[src/sv/rmes_ram.sv]
// Generic simple dual-port RAM with registered read.
`default_nettype none
module rmes_ram #(
  parameter int WIDTH = 32,
  parameter int DEPTH = 16,
  localparam int AW = $clog2(DEPTH)
) (
  input  wire logic             clk,
  input  wire logic             we,
  input  wire logic [AW-1:0]    waddr,
  input  wire logic [WIDTH-1:0] wdata,
  input  wire logic [AW-1:0]    raddr,
  output logic      [WIDTH-1:0] rdata
);

  logic [WIDTH-1:0] mem [DEPTH];

  always_ff @(posedge clk) begin
    if (we) begin
      mem[waddr] <= wdata;
    end
    rdata <= mem[raddr];
  end

endmodule
`default_nettype wire

[config.mk]
export PLATFORM = sky130hd
export DESIGN_NAME = rmes_ram
export DESIGN_NICKNAME = d
export VERILOG_FILES = /design/src/sv/rmes_ram.sv
export SDC_FILE = /design/constraint.sdc
export NUM_CORES = 1
export LEC_CHECK = 0
export BUFFER_PORTS_ARGS = -buffer_cell sky130_fd_sc_hd__buf_2
export CAP_MARGIN = 0
export CORE_MARGIN = 5
export CORE_UTILIZATION = 40
export CTS_CLUSTER_DIAMETER = 200
export DETAILED_ROUTE_END_ITERATION = 12
export MAX_ROUTING_LAYER = met4
export PLACE_DENSITY_LB_ADDON = 0.12
export RECOVER_POWER = 100
export SETUP_SLACK_MARGIN = 0.4
export SLEW_MARGIN = 0
export SYNTH_ARGS = -nofsm -noshare
export SYNTH_HDL_FRONTEND = slang
export SYNTH_SLANG_ARGS = --single-unit
export TNS_END_PERCENT = 10
[constraint.sdc]
create_clock -name clk -period 9.95 [get_ports clk]
set_input_delay 1.4925 -clock clk [delete_from_list [all_inputs] [get_ports clk]]
set_output_delay 1.4925 -clock clk [all_outputs]
set_load 0.02 [all_outputs]
* After elaboration in Yosys (flattened, before gate mapping)
Memory sizes are Yosys's and may differ from the RTL's. A register that Yosys moved wholly into a read port is not among the register bits.
Cells that the tools add are included.
** Storage, ports and cells
- Bits in registers :: 0
- Bits in latches :: 0
- Bits in writable memories :: 512
- Bits in read-only memories :: 0
- Input port bits :: 42
- Output and inout bits :: 32
- Word-level logic and storage cells :: 3
- Memories :: 1
** Memory list
- mem :: depth 16, width 32, rd ports 1, clocked after Yosys merged registers in 1, wr ports 1, RTL line 16 : logic [WIDTH-1:0] mem [DEPTH];
** Operators by class
- Add/sub/neg operators :: 0
- Multiply operators :: 0
- Div/mod/pow operators :: 0
- Magnitude comparators :: 0
- Equality and inequality tests :: 0
- Shift operators :: 0
- Mux-type cells :: 2
- Bitwise logic cells :: 0
- Reduce and logical (&&, ||, !) cells :: 0
** Operators by type and width (number)
- $mux 1 :: 2

* Logic depth before layout (Yosys ltp)
Gate-level depths: netlist (run 1).
- Depth after elaboration :: 2
- Depth in mapped cells :: 5
- Gate-level depth less buffers :: 3

* Least setup slack after synthesis (run 1)
No wires, ideal clock.
- Path kind :: input-to-reg
- Start :: in waddr[2]
- End :: mem mem[0][0], enable pin
- Library setup time :: 461 ps
- Arrival :: 4211 ps
- Setup slack :: 5278 ps
- Cell stages on the path :: 2
- Buffers on the path :: 0
- Path through :: or3b_2 nor3_1
** RTL lines
- from (decl) :: RTL line 10 : input wire logic [AW-1:0] waddr,
- to (decl) :: RTL line 16
No word-level cell before the write port.

==> results.md, run 1 <==
Power and ir drop:
- The leakage component of the power is between 7 and 8 nW.
- The ratio of total power to cell area is approximately 220 nW/um2.
- The combinational fraction of design power is 4.6%.
- Of the total power, the clock network draws a little over two fifths.
- In this run, flip-flops and latches consume between 50% and 60% of the power.
- The maximum vdd ir drop is ~0.13 mV.
- The analysis attributes to net switching a power of 1.013 mW.
- In this run switching power makes up approximately 21% of total power.
- The design draws between 4 and 5 mW.
- The internal power is roughly 3.9 mW.

GRT:
- The first global-routing pass estimated about 64 mm of wire.
- The remaining global-route overflow is 0.
- The pin count of the biggest net entering global routing is 79.
- The initial antenna violation count is 0.
- Global routing consumed, over all layers together, between 10% and 20% of the routing resources.
- The via count of the first global-routing pass is roughly 9400.

Drt:
- The final routed wirelength across all metal layers is roughly 44 mm.
- The average wire per cell in the routed design is about 26 um.
- Dividing the detail-routed via count by the number of cells gives between 5 and 6.
- The number of violations reported at the end of detailed-routing iteration 0 is 716.
- The total iterations of the first detailed-routing run is 5.
- Detailed routing inserted a total of around 8900 vias.
- For this run, design rule violations remaining after detail routing come to 0.
- The count of nets left with antenna violations once routing finished came out at 0.

STA:
- Adding up every negative setup slack in the final design gives 0 ns.
- The final max-slew violation count is 543.
- The tightest slew margin relative to the limit is -153.7%.
- The count of final hold-check violations is 0.
- The measured slew at the worst slew-check pin is between 3 and 4 ns.
- Setup repair after global routing left no endpoint under its margin.
- The worst-case clock skew is between 0.007 and 0.008 ns.
- Static timing analysis puts the maximum clock frequency at between 0.15 and 0.2 GHz.
- The setup-violating endpoint count in the final report is 0.
- The final hold slack is 0.6693 ns.
- The worst path needs 5.757 ns of the cycle, external delays included.
- Dividing the final minimum period by the clock period gives just under 60%.

Logic synthesis:
- Summing the sequential cell areas from Yosys gives about four fifths of the chip area.
- The flip-flop and latch count after synthesis is approximately 540.
- The cell area that synthesis handed to floorplanning was slightly below 20000 um2.
- The net count after synthesis is between 800 and 900.
- The count of synthesis-stage warnings from yosys is 0.
- The synthesized area per cell is roughly 24 um2.
- The number of distinct library cells after synthesis is 18.
- Synthesis handed over a netlist of ~840 instances.

Clocking:
- The tree is rooted in a sky130_fd_sc_hd__clkbuf_16.
- The number of hold buffers added after cts is 0.
- After clock tree synthesis, the clock-pin slew on the worst setup and hold paths is about 0.060 ns.
- The number of gates resized after CTS was 0.
- TritonCTS built the clock tree.
- The clock drives roughly 540 sinks.
- The worst-skew pair later-pin latency is 0.59 ns.
- Post-CTS timing repair inserted 0 buffers for setup.
- The depth of the CTS H-tree is 2.
- The longest clock path from root to sink contains 3 buffers.
- The clock buffer count from CTS is 57.

Layout:
- The number of inserted diodes is 0.
- The signed area change from the synthesized netlist to the final layout is 14.72%.
- For this run, the post-layout net count is approximately 990.
- The filler cells instantiated in the layout total 4175.
- Summing all multi-input logic gate instances after layout gives ~3700 um2.
- Of the cells placed in the final design, the portion with a size suffix greater than 1 is 23.92%.
- Registers take roughly 16000 um2.

Floorplanning:
- The vertical die dimension is 232.8 um.
- The number of cell rows is 81.
- 74 I/O pins were placed.
- The starting density of the core is between 40 and 50%.
- The floorplan core area is between 40000 and 50000 um2.
- The die is about 230 um wide.
- The overall die area is 54190 um2.

Hold path:
- The startpoint of the worst hold path is mem[14][26].
- For hold timing, the worst endpoint is rdata[26].
- The class of the tightest hold or removal check is flop to flop.
- The worst hold path was traced through 3 stages.

Setup path:
- Traced cell by cell, the critical path runs through clkbuf_1 > buf_4 > mux4_2 > a22oi_1 > nand2_1.
- The master of the slowest instance on the critical path is sky130_fd_sc_hd__clkbuf_1.
- On the worst path, the slowest cell contributes a delay of 2.63 ns.
- STA puts the critical path data arrival time at 6.23 ns.
- The biggest fanout along the worst timing path is 44.
- The worst path buffer plus inverter count is 2.
- The worst register-to-register path has a depth of 3.
- The endpoint kind of the worst setup timing path is a flop.
- For the worst setup path, the data required time is between 10 and 15 ns.
- The nature of the critical path startpoint is an input port.
- The startpoint identified for the worst register-to-register timing path is mem[11][5].
- The setup slack on the worst flop-to-flop path is between 8 and 9 ns.
- The setup path with the least slack is of type input port to flop.
- The family with the most delay on the worst path is buffers and inverters.
- The reg-to-reg endpoint is rdata[5].

Run status:
- The flow ran to the end, but the final reports show violations.
- The final reports fail on capacitance limit, slew limit.

Run:
- The max capacitance violation total is 23.

Placement:
- The final weighted congestion in routability-driven placement is just under 0.7.
- The total half-perimeter wirelength after legalization and detailed placement is 21.30 mm.
- In this run the tool buffered the top-level ports with 73 buffer cells.
worst reg2reg max path: cells and delay by family, from the launching register on:
kind / cells / cell delay (ns)
muxes: 1 / 0.47
and+or+nand+nor: 1 / 0.08
DFF: 1 / 0.36
AOI/OAI and AO/OA: 1 / 0.31
power groups by stage:
| stage | clock network (mW) | logic, mW | registers, mW |
|---|---|---|---|
| final | 2.09 | 0.227 | 2.58 |
| after global routing | 2.25 | 0.249 | 2.58 |
| after CTS | 2.15 | 0.242 | 2.58 |
| after detailed placement | 0 | 0.242 | 2.63 |
| after global placement | 0 | 0.240 | 2.63 |
| after floorplan | 0 | 0.123 | 2.64 |
Yosys cell counts, drive strengths merged:
cell / n / area share [%]
edfxtp: 512 / 77
mux4: 128 / 15
a22oi: 64 / 2.4
nand2: 33 / 0.62
dfxtp: 32 / 3.2
buf: 26 / 0.80
clkbuf: 17 / 0.32
nor2: 13 / 0.25
nor3: 4 / 0.10
nand2b: 2 / 0.063
nand3b: 2 / 0.076
nor2b: 2 / 0.063
and2: 1 / 0.032
nand3: 1 / 0.025
or3b: 1 / 0.044
cell usage in the layout (no fill, tap or decap), drive strengths merged:
cell / synthesis / routed
nor2b: 2 / 2
bufinv: 0 / 5
clkinv: 0 / 29
dfxtp: 32 / 32
nor3: 4 / 4
nand2: 33 / 33
nor2: 13 / 13
and2: 1 / 1
a22oi: 64 / 64
nand3: 1 / 1
inv: 0 / 1
edfxtp: 512 / 512
clkbuf: 17 / 155
buf: 26 / 13
mux4: 128 / 128
nand2b: 2 / 2
nand3b: 2 / 2
or3b: 1 / 1
clkinvlp: 0 / 1
state kept, by name, indices dropped and copies added (netlist names):
register / flops
mem: 512
rdata: 32
cell type report:
type / count / share of cell area [%]
sequential: 544 / 70.32
tap: 664 / 3.648
clock buffer: 72 / 6.872
timing repair buffer: 96 / 1.758
clock inverter: 36 / 1.313
multi-input combinational: 251 / 16.09
metrics by stage:
step	cell area, um2	worst slack [ns]	utilization [%]	std cells
4_1_cts	23010	6.494	46.92	1663
6_report	22780	4.193	46.43	1663
2_1_floorplan	19850	5.278	-	838
5_1_grt	22780	3.415	46.43	1663
3_3_place_gp	21150	5.852	43.12	1555
3_5_place_dp	21150	5.857	43.12	1555
metal layers:
metal	track usage, %	routed length (um)	up-vias
met2	25.04	20550	224
met1	24.57	20210	4825
met5	-	0	-
met3	2.721	2248	65
li1	-	-	3801
met4	4.338	850	0
worst max-delay path by stage:
stage,from,endpoint,cells after the start
after global placement,raddr[0],rdata[23],5
after CTS,raddr[0],rdata[23],5
after floorplan,waddr[2],mem[0][0],2
final,raddr[0],rdata[23],5
after detailed placement,raddr[0],rdata[23],5
after global routing,raddr[0],rdata[23],5
cell families (layout without fill, tap and decap cells):
kind of cell / Yosys count / count (layout) / share of synthesized area [%]
compound gates: 64 / 64 / 2.420
buf+inv: 43 / 204 / 1.122
flops: 544 / 544 / 80.67
mux: 128 / 128 / 14.52
simple gates: 59 / 59 / 1.273
Note: power is estimated with default switching activity, not from simulation.
==> inputs of run 2 (changes only) <==
clock period = 5.99 ns   (was 9.95 ns; I/O delays follow)
==> run 2 against run 1 <==
Compared with the run above:
- the flow still finishes with violations (capacitance limit, slew limit)
- die area is the same
- sequential cell count unchanged
- worst setup slack got worse by 2.4 ns
- worst hold slack lost 0.0079 ns
- register-to-register slack worse by 4.0 ns
- clock power up 53%
- critical path type unchanged
- combinational power increased by 67%
- clock-buffer cell count grew 12
- global-route usage fell by 0.19 points
- cell area decreased by 0.73%
- largest cell class unchanged
- non-clock buffer count increased by 2
- power grew 61%
==> results.md, run 2 (same netlist as run 1, synthesis figures left out) <==
Drt:
- The total iterations of the first detailed-routing run came to 4 (-1).
- The vias per cell is 5.352 (-0.17%).
- The average wire per cell in the routed design was 25.90 um (-1.8%).
- The number of violations reported at the end of detailed-routing iteration 0 was 651 (-9.1%).
- The count of antenna-violating nets left after detailed routing is 0 (unchanged).
- The total vias in the final route came to 8873 (-0.47%).
- The final routed wirelength across all metal layers came to 42.94 mm (-2.1%).
- The post-detailed-route DRC marker count is 0 (unchanged).

Layout:
- In the final layout, the registers with the most flip-flops are mem: 512 flops, rdata: 32 flops.
- The flip-flop count of the largest register after layout was 512 (unchanged).
- Counting flops per register, the top entry is mem.
- The count of nets after finishing is 993 (+0.10%).
- Relative to the synthesized area, the layout overhead comes to 13.88%.
- Leaving out fill and tap cells, the most frequent cells in the layout are 512 x sky130_fd_sc_hd__edfxtp_1, 128 x sky130_fd_sc_hd__mux4_2, 104 x sky130_fd_sc_hd__clkbuf_1.
- The commonest non-fill, non-tap cell in the layout is sky130_fd_sc_hd__edfxtp_1.
- The fraction of layout cells with a size suffix above 1 is 22.46% (-1.5 points).

Power and ir drop:
- The ratio of total power to cell area is 347.8 nW/um2 (+62%).
- The leakage component of the power is 7.012 nW (-1.4%).
- The maximum vdd ir drop is 0.1828 mV (+41%).
- The total power after layout is 7.864 mW (+61%).

Floorplanning:
- The starting density of the core is 40.48% (unchanged).
- The floorplan core area came to 49050 um2 (unchanged).
- The floorplan die width is 232.8 um (unchanged).
- The vertical die dimension was 232.8 um (unchanged).
- The overall die area is 54190 um2 (unchanged).
- The number of cell rows was 81 (unchanged).
- The number of I/O pins is 74 (unchanged).

Clocking:
- The post-CTS setup-driven buffer insertion count is 0 (unchanged).
- The clock buffer count from CTS was 56 (-1.8%).
- The cell at the root of the clock tree is sky130_fd_sc_hd__clkbuf_16.
- The CTS tree is built.
- The number of hold buffers added after cts was 0 (unchanged).
- The worst-skew pair later-pin latency is 0.59 ns (about the same).
- The clock sink count is 544 (unchanged).
- The clock slew seen by the registers of the worst setup and hold paths was 0.06 ns (about the same).
- The buffer depth of the longest clock path is 3 (unchanged).
- The depth of the CTS H-tree came to 2 (unchanged).
- The post-cts gate resize count is 0 (unchanged).

Placement:
- The total of buffers placed on input and output ports came to 73 (unchanged).
- The final weighted congestion in routability-driven placement is 0.7031 (+3.4%).
- The total half-perimeter wirelength after legalization and detailed placement is 20.86 mm (-2.1%).

STA:
- The measured slew at the worst slew-check pin was 3.020 ns (-0.7847 ns).
- The final hold slack is 0.6614 ns (-0.007937 ns).
- The final max-slew violation count is 589 (+8.5%).
- The setup-violating endpoint count in the final report is 0 (unchanged).
- The count of final hold-check violations is 0 (unchanged).
- Setup repair after global routing left no endpoint under its margin.
- Dividing the final minimum period by the clock period gives around 70%.
- The maximum clock rate is ~0.24 GHz.
- The tightest slew margin relative to the limit is -101.3% (+52 points).
- The post-layout minimum cycle time is 4.214 ns.
- The worst-case clock skew is 0.007581 ns (+0.0001899 ns).
- The final sum of negative setup slack is 0 ns (unchanged).

GRT:
- The initial antenna violation count is 1 (+1).
- The first-pass GRT wire length is 63.78 mm (-0.93%).
- The total routing usage reported by global routing was 16.62% (-0.19 points).
- The pin count of the biggest net entering global routing came to 86 (+8.9%).
- The remaining global-route overflow is 0 (unchanged).
- The via count of the first global-routing pass is 9445 (+0.11%).

Setup path:
- The required time of the critical path is 6.17 ns (-4.25 ns).
- The largest incremental delay on the critical path is 1.54 ns (-1.09 ns).
- The worst setup path is captured at a flop.
- Traced cell by cell, the critical path runs through clkbuf_1 > or3b_2 > nor2_1 > clkbuf_1.
- By startpoint and endpoint, the worst setup path is classified as input port to flop.
- The most repeated library cell on the critical path is sky130_fd_sc_hd__clkbuf_1.
- The worst register-to-register path ends at rdata[6].
- The nature of the critical path startpoint is an input port.
- The biggest fanout along the worst timing path is 18 (-59%).
- The number of cells on the worst reg-to-reg path is 3 (unchanged).
- The startpoint identified for the worst register-to-register timing path is mem[11][6].
- The critical path data arrival time is 4.39 ns (-1.84 ns).
- The largest individual stage delay along the critical path comes from the cell sky130_fd_sc_hd__nor2_1.
- The setup slack on the worst flop-to-flop path is 4.57 ns (-4.05 ns).

Hold path:
- For hold timing, the worst endpoint is rdata[9].
- The number of cells on the worst hold path is 3 (unchanged).
- The startpoint of the worst hold path is mem[12][9].
- The min-delay analysis places its worst path in the category flop to flop.

Run status:
- The checks that failed: capacitance limit, slew limit.
- The flow ran to the end, but the final reports show violations.

Run:
- The max capacitance violation total was 22 (-4.3%).
[run 2: changes by cell type in the layout (fill, tap and decap cells not counted), moves of 2 or more]
cell,before,now
sky130_fd_sc_hd__clkinv_2,19,7
sky130_fd_sc_hd__clkbuf_8,4,6
sky130_fd_sc_hd__buf_4,7,10
sky130_fd_sc_hd__clkbuf_1,92,104
sky130_fd_sc_hd__bufinv_16,5,1
sky130_fd_sc_hd__clkinv_1,10,8
sky130_fd_sc_hd__clkbuf_16,59,57
[run 2: through the flow]
stage | worst slack, ns | instances | util [%] | area (um2)
2_1_floorplan | 1.912 | 838 | - | 19850
3_3_place_gp | 2.702 | 1557 | 43.15 | 21160
3_5_place_dp | 2.689 | 1557 | 43.15 | 21160
4_1_cts | 3.319 | 1657 | 46.56 | 22840
5_1_grt | 1.622 | 1658 | 46.09 | 22610
6_report | 1.776 | 1658 | 46.09 | 22610
[run 2: worst max path at each step]
stage | start | endpoint | slack, ns | depth (start not counted)
detailed placement | raddr[0] | rdata[20] | 2.69 | 5
global route | waddr[2] | mem[1][13] | 1.62 | 4
CTS | raddr[0] | rdata[20] | 3.32 | 5
finish | waddr[2] | mem[3][8] | 1.78 | 4
global placement | raddr[0] | rdata[21] | 2.70 | 5
floorplan | waddr[2] | mem[0][0] | 1.91 | 2
[run 2: cell type report]
cell class                      count  area [um2]
Fill cell                        4164       26440
Sequential cell                   544       16020
Multi-Input combinational cell    251        3667
Clock buffer                       84        1578
Tap cell                          664       830.8
Timing Repair Buffer               98       421.7
Clock inverter                     16       95.09
Antenna cell                        1       2.502
[run 2: power breakdown]
group / internal (mW) / leakage (nW) / switching (mW)
clock network: 1.84 / 0.818 / 1.35
logic: 0.143 / 1.30 / 0.236
registers: 4.26 / 4.89 / 0.0266
[run 2: critical path: cells and delay by family]
family	cells	cell delay [ns]
AND/OR/NAND/NOR	2	2.08
buffers and inverters	2	1.35
[run 2: layer usage]
| metal | vias up | routed length (um) | GRT usage [%] |
|---|---|---|---|
| met2 | 202 | 19900 | 24.75 |
| li1 | 3790 | - | - |
| met5 | - | 0 | - |
| met4 | 0 | 764 | 4.080 |
| met3 | 66 | 1997 | 2.636 |
| met1 | 4815 | 20280 | 24.45 |
